$ cat src/rtl/core/shm_pkg.sv
// ----------------------------------------------------------------------------
// shm_pkg: shared types and constants of the sensor health monitor
// Field widths, event and register codes, reset values of the settings and
// the stale threshold helper.
// ----------------------------------------------------------------------------
package shm_pkg;

    localparam int unsigned ACTION_W      = 2;
    localparam int unsigned SENSOR_ID_W   = 4;
    localparam int unsigned TIME_W        = 32;
    localparam int unsigned COUNT_W       = 32;
    localparam int unsigned STREAK_LIM_W  = 8;
    localparam int unsigned STALE_MS_W    = 16;
    localparam int unsigned CFG_INDEX_W   = 2;
    localparam int unsigned CFG_DATA_W    = 16;

    // Largest threshold: 65535 ms * 1000 + 999 us still fits 26 bits.
    localparam int unsigned STALE_THR_W   = 26;
    localparam int unsigned US_PER_MS     = 1000;

    localparam int unsigned NUM_SENSORS_DEF = 16;

    localparam logic [STREAK_LIM_W-1:0] FAIL_STREAK_LIMIT_RST  = STREAK_LIM_W'(5);
    localparam logic [STALE_MS_W-1:0]   STALE_LIMIT_MS_RST     = STALE_MS_W'(500);
    localparam logic                    STALE_CHECK_ENABLE_RST = 1'b1;

    typedef enum logic [ACTION_W-1:0] {
        ACT_SUCCESS = 2'd0,
        ACT_FAILURE = 2'd1,
        ACT_CLEAR   = 2'd2,
        ACT_CHECK   = 2'd3
    } t_action;

    typedef enum logic [CFG_INDEX_W-1:0] {
        CFG_FAIL_STREAK_LIMIT  = 2'd0,
        CFG_STALE_LIMIT_MS     = 2'd1,
        CFG_STALE_CHECK_ENABLE = 2'd2
    } t_cfg_reg;

    // floor(elapsed / 1000) > ms  <=>  elapsed > ms * 1000 + 999
    function automatic logic [STALE_THR_W-1:0] stale_thr_us(
        input logic [STALE_MS_W-1:0] ms
    );
        return STALE_THR_W'(ms) * STALE_THR_W'(US_PER_MS)
             + STALE_THR_W'(US_PER_MS - 1);
    endfunction

endpackage

$ cat src/rtl/core/sensor_health_monitor_core.sv
// ----------------------------------------------------------------------------
// sensor_health_monitor_core: per-sensor health table
// Tracks read, failure and streak counts and the last success time of each
// sensor and reports the sensor's health after every event.
// ----------------------------------------------------------------------------
// An event enters an input register; once the output register is free or
// being emptied, the sensor's table entry is read, updated, written back and
// the health result is placed in the output register. Events are taken one
// per cycle while the result side does not stall; back-to-back events
// on the same sensor see each other's updates because the table write lands
// at the same edge that frees the input register. Stalls on the result side
// back up through the input register to o_in_stall. The table is cleared by
// reset. The stale limit is kept in microseconds (limit * 1000 + 999),
// computed when the register is written. Configuration writes are always
// taken (o_cfg_ready is tied high); writes to an unused index are ignored.
// Sensor ids at or above NUM_SENSORS leave the table alone and report
// unhealthy with zero counts.
module sensor_health_monitor_core #(
    parameter int unsigned NUM_SENSORS = shm_pkg::NUM_SENSORS_DEF
) (
    input  logic                              i_clk,
    input  logic                              i_rst_n,

    input  logic                              i_in_valid,
    output logic                              o_in_stall,
    input  logic [shm_pkg::ACTION_W-1:0]      i_action,
    input  logic [shm_pkg::SENSOR_ID_W-1:0]   i_sensor_id,
    input  logic [shm_pkg::TIME_W-1:0]        i_now_us,

    output logic                              o_out_valid,
    input  logic                              i_out_stall,
    output logic                              o_healthy,
    output logic [shm_pkg::COUNT_W-1:0]       o_total_reads,
    output logic [shm_pkg::COUNT_W-1:0]       o_total_failures,
    output logic [shm_pkg::COUNT_W-1:0]       o_fail_streak,

    input  logic                              i_cfg_valid,
    output logic                              o_cfg_ready,
    input  logic [shm_pkg::CFG_INDEX_W-1:0]   i_cfg_index,
    input  logic [shm_pkg::CFG_DATA_W-1:0]    i_cfg_data
);

    import shm_pkg::*;

    localparam int unsigned IDX_W = (NUM_SENSORS > 1) ? $clog2(NUM_SENSORS) : 1;

    // ---------------- configuration ----------------
    logic [STREAK_LIM_W-1:0] r_fail_limit;
    logic [STALE_THR_W-1:0]  r_stale_thr;
    logic                    r_stale_en;

    assign o_cfg_ready = 1'b1;

    always_ff @(posedge i_clk) begin
        if (!i_rst_n) begin
            r_fail_limit <= FAIL_STREAK_LIMIT_RST;
            r_stale_thr  <= stale_thr_us(STALE_LIMIT_MS_RST);
            r_stale_en   <= STALE_CHECK_ENABLE_RST;
        end else if (i_cfg_valid && o_cfg_ready) begin
            unique case (t_cfg_reg'(i_cfg_index))
                CFG_FAIL_STREAK_LIMIT: begin
                    r_fail_limit <= i_cfg_data[STREAK_LIM_W-1:0];
                end
                CFG_STALE_LIMIT_MS: begin
                    r_stale_thr <= stale_thr_us(i_cfg_data[STALE_MS_W-1:0]);
                end
                CFG_STALE_CHECK_ENABLE: begin
                    r_stale_en <= i_cfg_data[0];
                end
                default: begin
                    // unused index: drop the write
                end
            endcase
        end
    end

    // ---------------- input register ----------------
    logic                   r_in_valid;
    t_action                r_action;
    logic [SENSOR_ID_W-1:0] r_id;
    logic [TIME_W-1:0]      r_now;

    logic r_out_valid;
    logic adv;

    // The event in the input register moves on whenever the output register
    // is free or being emptied this cycle.
    assign adv        = !r_out_valid || !i_out_stall;
    assign o_in_stall = r_in_valid && !adv;

    always_ff @(posedge i_clk) begin
        if (!i_rst_n) begin
            r_in_valid <= 1'b0;
        end else if (!o_in_stall) begin
            r_in_valid <= i_in_valid;
        end
    end

    always_ff @(posedge i_clk) begin
        if (i_in_valid && !o_in_stall) begin
            r_action <= t_action'(i_action);
            r_id     <= i_sensor_id;
            r_now    <= i_now_us;
        end
    end

    // ---------------- table read-modify-write ----------------
    logic [COUNT_W-1:0] r_reads  [NUM_SENSORS];
    logic [COUNT_W-1:0] r_fails  [NUM_SENSORS];
    logic [COUNT_W-1:0] r_streak [NUM_SENSORS];
    logic [TIME_W-1:0]  r_last   [NUM_SENSORS];

    logic               in_range;
    logic [IDX_W-1:0]   idx;
    logic [COUNT_W-1:0] cur_reads, cur_fails, cur_streak;
    logic [TIME_W-1:0]  cur_last;
    logic [COUNT_W-1:0] n_reads, n_fails, n_streak;
    logic [TIME_W-1:0]  n_last;
    logic [TIME_W-1:0]  elapsed;
    logic               stale;
    logic               n_healthy;
    logic               do_write;

    assign in_range = 32'(r_id) < NUM_SENSORS;
    assign idx      = IDX_W'(r_id);

    always_comb begin
        if (in_range) begin
            cur_reads  = r_reads[idx];
            cur_fails  = r_fails[idx];
            cur_streak = r_streak[idx];
            cur_last   = r_last[idx];
        end else begin
            cur_reads  = '0;
            cur_fails  = '0;
            cur_streak = '0;
            cur_last   = '0;
        end
    end

    always_comb begin
        n_reads  = cur_reads;
        n_fails  = cur_fails;
        n_streak = cur_streak;
        n_last   = cur_last;
        unique case (r_action)
            ACT_SUCCESS: begin
                n_reads  = cur_reads + COUNT_W'(1);
                n_streak = '0;
                n_last   = r_now;
            end
            ACT_FAILURE: begin
                n_reads = cur_reads + COUNT_W'(1);
                n_fails = cur_fails + COUNT_W'(1);
                // streak saturates at all ones
                if (cur_streak != '1) begin
                    n_streak = cur_streak + COUNT_W'(1);
                end
            end
            ACT_CLEAR: begin
                n_reads  = '0;
                n_fails  = '0;
                n_streak = '0;
                n_last   = '0;
            end
            ACT_CHECK: begin
                // leave the entry as it is
            end
        endcase
    end

    assign elapsed   = r_now - n_last;
    assign stale     = r_stale_en && (elapsed > TIME_W'(r_stale_thr));
    assign n_healthy = in_range && (n_reads != '0)
                    && (n_streak < COUNT_W'(r_fail_limit)) && !stale;

    assign do_write = r_in_valid && adv && in_range;

    always_ff @(posedge i_clk) begin
        if (!i_rst_n) begin
            for (int i = 0; i < NUM_SENSORS; i++) begin
                r_reads[i]  <= '0;
                r_fails[i]  <= '0;
                r_streak[i] <= '0;
                r_last[i]   <= '0;
            end
        end else if (do_write) begin
            r_reads[idx]  <= n_reads;
            r_fails[idx]  <= n_fails;
            r_streak[idx] <= n_streak;
            r_last[idx]   <= n_last;
        end
    end

    // ---------------- output register ----------------
    logic               r_healthy;
    logic [COUNT_W-1:0] r_out_reads, r_out_fails, r_out_streak;

    always_ff @(posedge i_clk) begin
        if (!i_rst_n) begin
            r_out_valid <= 1'b0;
        end else if (adv) begin
            r_out_valid <= r_in_valid;
        end
    end

    // An id outside the table reports zero counts whatever the action.
    always_ff @(posedge i_clk) begin
        if (r_in_valid && adv) begin
            r_healthy    <= n_healthy;
            r_out_reads  <= in_range ? n_reads  : '0;
            r_out_fails  <= in_range ? n_fails  : '0;
            r_out_streak <= in_range ? n_streak : '0;
        end
    end

    assign o_out_valid      = r_out_valid;
    assign o_healthy        = r_healthy;
    assign o_total_reads    = r_out_reads;
    assign o_total_failures = r_out_fails;
    assign o_fail_streak    = r_out_streak;

    // ---------------- assertions ----------------
    a_healthy_has_reads: assert property (@(posedge i_clk) disable iff (!i_rst_n)
        o_out_valid && o_healthy |-> (o_total_reads != '0))
        else $error("healthy result with zero reads");

    a_healthy_below_limit: assert property (@(posedge i_clk) disable iff (!i_rst_n)
        o_out_valid && o_healthy |-> (o_fail_streak < COUNT_W'(r_fail_limit)))
        else $error("healthy result with streak at limit");

    a_success_clears_streak: assert property (@(posedge i_clk) disable iff (!i_rst_n)
        r_in_valid && adv && (r_action == ACT_SUCCESS)
        |=> o_out_valid && (o_fail_streak == '0))
        else $error("success did not clear the streak");

    a_clear_reports_empty: assert property (@(posedge i_clk) disable iff (!i_rst_n)
        r_in_valid && adv && (r_action == ACT_CLEAR)
        |=> o_out_valid && !o_healthy && (o_total_reads == '0)
            && (o_total_failures == '0))
        else $error("cleared entry reported nonzero");

    a_stall_holds_input: assert property (@(posedge i_clk) disable iff (!i_rst_n)
        r_in_valid && !adv |=> r_in_valid && $stable(r_id) && $stable(r_now))
        else $error("input register lost a stalled item");

endmodule

$ cat config.mk
export PLATFORM = sky130hd
export DESIGN_NAME = sensor_health_monitor_core
export DESIGN_NICKNAME = d
export VERILOG_FILES = /design/src/rtl/core/shm_pkg.sv /design/src/rtl/core/sensor_health_monitor_core.sv
export SDC_FILE = /design/constraint.sdc
export NUM_CORES = 2
export LEC_CHECK = 0
export CAP_MARGIN = 5
export CORE_MARGIN = 5
export CORE_UTILIZATION = 49
export DETAILED_ROUTE_END_ITERATION = 16
export DONT_BUFFER_PORTS = 1
export GPL_ROUTABILITY_DRIVEN = 1
export SYNTH_ARGS = -nofsm -noshare
export SYNTH_HDL_FRONTEND = slang
export SYNTH_SLANG_ARGS = --single-unit
$ cat constraint.sdc
create_clock -name i_clk -period 10.1 [get_ports i_clk]
set_input_delay 2.525 -clock i_clk [delete_from_list [all_inputs] [get_ports i_clk]]
set_output_delay 2.525 -clock i_clk [all_outputs]
set_load 0.01 [all_outputs]
After elaboration in Yosys (flattened, before gate mapping). Memory sizes are Yosys's and may differ from the RTL's. A register that Yosys moved wholly into a read port is not among the register bits. Index checks and enable logic that the tools add are counted.

Register bits after elaboration: 172. Bits in writable memories: 2048. Logic and storage cells: 78. Memories: 4.

Memory list: r_fails (depth 16, width 32, rd ports 1, clocked after memory_dff 1, write ports 16, RTL line sensor_health_monitor_core.sv:109) `logic [COUNT_W-1:0] r_fails [NUM_SENSORS];`; r_last (depth 16, width 32, rd ports 1, clocked after memory_dff 1, write ports 16, RTL line sensor_health_monitor_core.sv:111) `logic [TIME_W-1:0] r_last [NUM_SENSORS];`; r_reads (depth 16, width 32, rd ports 1, clocked after memory_dff 1, write ports 16, RTL line sensor_health_monitor_core.sv:108) `logic [COUNT_W-1:0] r_reads [NUM_SENSORS];`; r_streak (depth 16, width 32, rd ports 1, clocked after memory_dff 1, write ports 16, RTL line sensor_health_monitor_core.sv:110) `logic [COUNT_W-1:0] r_streak [NUM_SENSORS];`.

Add/subtract/negate cells: 5. Multiply operators: 1. Order comparisons: 2. Eq/ne operators: 5. Mux-type cells: 25. Reductions and logical operators: 24.

Operators with widths (number): case mux 32 bit (2 select lines) (4); two-way mux 32 bit (5); OR reduction 32 bit (4); adder 32 x 1 -> 32 bit, second input constant (3); > comparator 32 x 26 -> 1 bit (1); < comparator 32 x 8 -> 1 bit (1); two-way mux 4 bit (8); != test 32 bit, second input constant (1); nonzero test 32 bit (1); subtractor 32 bit (1); adder 26 x 10 -> 26 bit, second input constant (1); multiplier 16 x 7 -> 23 bit, second input constant (1); two-way mux 1 bit (8); logical AND 1 bit (6); AND reduction 2 bit (3); zero test 1 bit (5); == test 2 x 1 -> 1 bit, second input constant (2); == test 2 bit, second input constant (2); zero test 2 bit (2); OR reduction 2 bit (2); logical OR 1 bit (1).

Longest topological paths before layout.
Depth after elaboration: 8. Gate-level depth with buffers: 40. Mapped depth without buffers: 26.

Least setup slack after synthesis. Ideal clock, no wire load.

Path kind: input port to flip-flop. Start: input i_out_stall. End: memory r_fails[12][0] (enable). Data arrival time: 8897 ps. Path slack: 711 ps. Stages on the path: 8. Path buffers: 2. Path through: nand2_1 -> and2_1 -> nand2_1 -> nor3_1 -> nand3_1 -> clkbuf_1 -> clkbuf_1 -> nand2_1.

RTL lines: from (decl) (RTL line sensor_health_monitor_core.sv:31) `input logic i_out_stall,`; to (decl) (RTL line sensor_health_monitor_core.sv:109).

==> key figures <==
Logic synthesis
  • Synth Instances: 7203
  • Ys Warns: 0
  • Syn avg cell area: 14.2 um2
  • Syn Std Cell Area: 102000 um2
  • Dominant cell type by area after synthesis: edfxtp_1
  • Sequential fraction of the synthesis area: 65.1%
  • Most numerous cell in the Yosys netlist: nor2_1
  • Synth area leaders: edfxtp_1, mux4_2, nor2_1
  • Synthesized Nets: 7441
  • Ys async rst share: 0%
  • Synth Register Bits: 2221
  • Top cell type's share of synthesized area: 64.3%
  • Primary FF master, synth: edfxtp_1
  • Post-synth EDFFs: 2183
  • Synth cell types: 100
  • Commonest cells in the netlist: nor2_1, edfxtp_1, mux4_2

Power
  • Leakage power figure: 39.3 nW
  • Total power: 22.4 mW
  • Pwr dens: 201 nW/um2
  • Max VDD drop: 0.000200 V

Timing
  • Slew @ Worst Pin: 1.29 ns
  • Setup Skew: 0.0338 ns
  • Final Setup Violations: 0
  • Slew headroom: 13.5%
  • RSZ-0062 raised after global routing: no
  • Fmax: 120 MHz
  • Minimum clock period: 8.31 ns
  • Pins over their slew limit: 0
  • Fin. Hold Viols: 0
  • Final setup TNS: 0 ns
  • Final worst path period share: 82.3%

Setup path
  • Worst endpoint required time: 10.78 ns
  • CP endpoint kind: flip-flop
  • Setup CP Type: flip-flop to flip-flop
  • CP max FO: 49
  • Crit path arrival time: 8.99 ns
  • CP startpoint kind: flip-flop

Clock network
  • Post-CTS resize count: 0
  • CTS HTree Levels: 4
  • Worst-Skew Late Latency: 0.89 ns
  • Clk sinks: 2221
  • Clk slew on worst S/H paths: 0.06 ns
  • Setup repair bufs after CTS: 0
  • Cts-stage hold buffer count: 0
  • Total CTS buffers: 227
  • TritonCTS clock tree: yes
  • Root buffer cell: clkbuf_16
  • CTS max path bufs: 3

Drt
  • Vias per inst: 6.32
  • WL/cell: 31.5 um
  • Vias: 63300
  • DR DRC count: 0
  • Final Routed Wirelength: 315 mm
  • Final ANT Viol Nets: 0
  • DR iter-0 viols: 8465
  • First-pass detailed-route iteration total: 6

GRT
  • Total GRT Usage: 28.8%
  • Gr ovfl total: 0
  • M1 GR Usage: 40.7%
  • Largest net degree at the start of global routing: 106
  • Vias in the first global route: 62900
  • GRT busiest layer: met2
  • Initial antenna violation count: 13
  • M2 GR Usage: 46.0%
  • Met3 Usage GRT: 5.62%
  • First-pass GRT wire length: 453 mm

Floorplan
  • Die height: 466 um
  • Rows: 167
  • Core area: 207000 um2
  • Initial Util: 49.2%
  • Die X: 466 um
  • Top Ports: 161
  • Die area: 217000 um2

Placed design
  • Port Buffers: 0
  • GPL Wtd Cong: 0.864
  • Post-DP HPWL: 171 mm

Finish
  • Fin nets: 7274
  • Ratio of cells with drive above 1 in the final layout: 16.0%
  • Layout area overhead: 9.51%

Job
  • Max cap viols: 0

Outcome
  • Status: complete, no violations

Worst hold path
  • Min-Delay Path Class: flip-flop to flip-flop
==> metal layers <==
layer	up-vias	wire length, um
met1	33100	125000
met5	-	53
met3	550	31800
li1	26100	-
met4	8	9150
met2	3580	149000
==> per-stage QoR <==
step                      std cells  utilization, %  hold slack (ns)  worst slack [ns]  area (um2)
after floorplan                7203               -            0.432             0.711      102000
after global placement         9595            50.5            0.450              1.56      105000
after detailed placement       9595            50.5            0.458              1.73      105000
after CTS                     10000            53.9            0.466              1.70      112000
after global routing          10000            53.9            0.504              1.11      112000
final                         10000            53.9            0.468              1.79      112000
==> final timing paths <==
kind | from | end | slack, ns | depth (start not counted)
max | flip-flop | o_healthy | 1.79 | 26
min reg2reg | r_stale_thr[7] | r_stale_thr[7] | 0.47 | 2
max reg2reg | flip-flop | o_healthy | 1.79 | 26
min | r_stale_thr[7] | r_stale_thr[7] | 0.47 | 2
==> cell usage in the layout, fill, tap and decap left out, drive strengths merged, types with 23 or more instances in the layout <==
cell	count
nor2	2221
edfxtp	2183
mux4	567
clkbuf	282
inv	248
nand2	203
buf	170
ha	124
clkinv	113
a21oi	91
xnor2	83
o21ai	74
mux2i	73
nand3	64
a22oi	60
fa	53
nand4	41
nor3	40
dfxtp	38
xor2	33
nor4	30
and3	27
o211ai	27
a211oi	26
a21o	25
nand2b	23
==> final cells by class <==
| class | instances | area (um2) |
|---|---|---|
| antenna | 5 | 12.5 |
| clock buffer | 282 | 5990 |
| clock inverter | 133 | 1040 |
| fill | 16900 | 95400 |
| inverter | 242 | 916 |
| multi-input combinational | 4174 | 32200 |
| sequential | 2221 | 66300 |
| tap | 2788 | 3490 |
| timing repair buffer | 170 | 1610 |
==> worst max-delay path, stage by stage, from the launching register on <==
cell	delay [ns]
dfxtp_4	0.92
buf_4	0.62
mux4_2	0.39
mux4_2	0.49
a22oi_2	0.64
inv_1	0.11
ha_1	0.24
fa_1	0.38
nor2b_1	0.20
o31a_1	0.20
or4_1	0.21
a31o_2	0.24
a211o_1	0.19
a31o_2	0.16
a21oi_1	0.09
o21ai_0	0.18
a21oi_1	0.10
xnor2_1	0.14
ha_1	0.29
nand3_1	0.08
or3_1	0.39
o22ai_1	0.14
a21oi_1	0.07
or4_1	0.55
o41ai_2	0.60
nand4_1	0.17
a311oi_1	0.26
==> power by group <==
part | internal [mW] | total, mW | switching, mW
logic | 1.33 | 3.66 | 2.34
registers | 10.5 | 10.6 | 0.166
clock network | 4.47 | 8.10 | 3.63
==> flip-flops by register name, indices dropped and copies added (netlist names), 2 cells and up, named ones only <==
register	cells
o_fail_streak	32
r_action	2
r_last	512
r_stale_thr	23
r_fails	512
r_now	32
r_streak	512
o_total_reads	32
idx	4
r_reads	512
o_total_failures	32
r_fail_limit	8
==> kinds of logic after synthesis <==
logic type | count (synthesis) | share of synthesized area, %
AND/OR/NAND/NOR | 2779 | 11.2
flip-flops | 2221 | 65.1
buffers and inverters | 808 | 3.61
multiplexers | 652 | 13.4
AO/OA/AOI/OAI | 449 | 3.17
adder cells (fa/ha/maj) | 177 | 2.56
XOR/XNOR | 116 | 0.997
other | 1 | 0.00368
(Power assumes the default switching activity.)
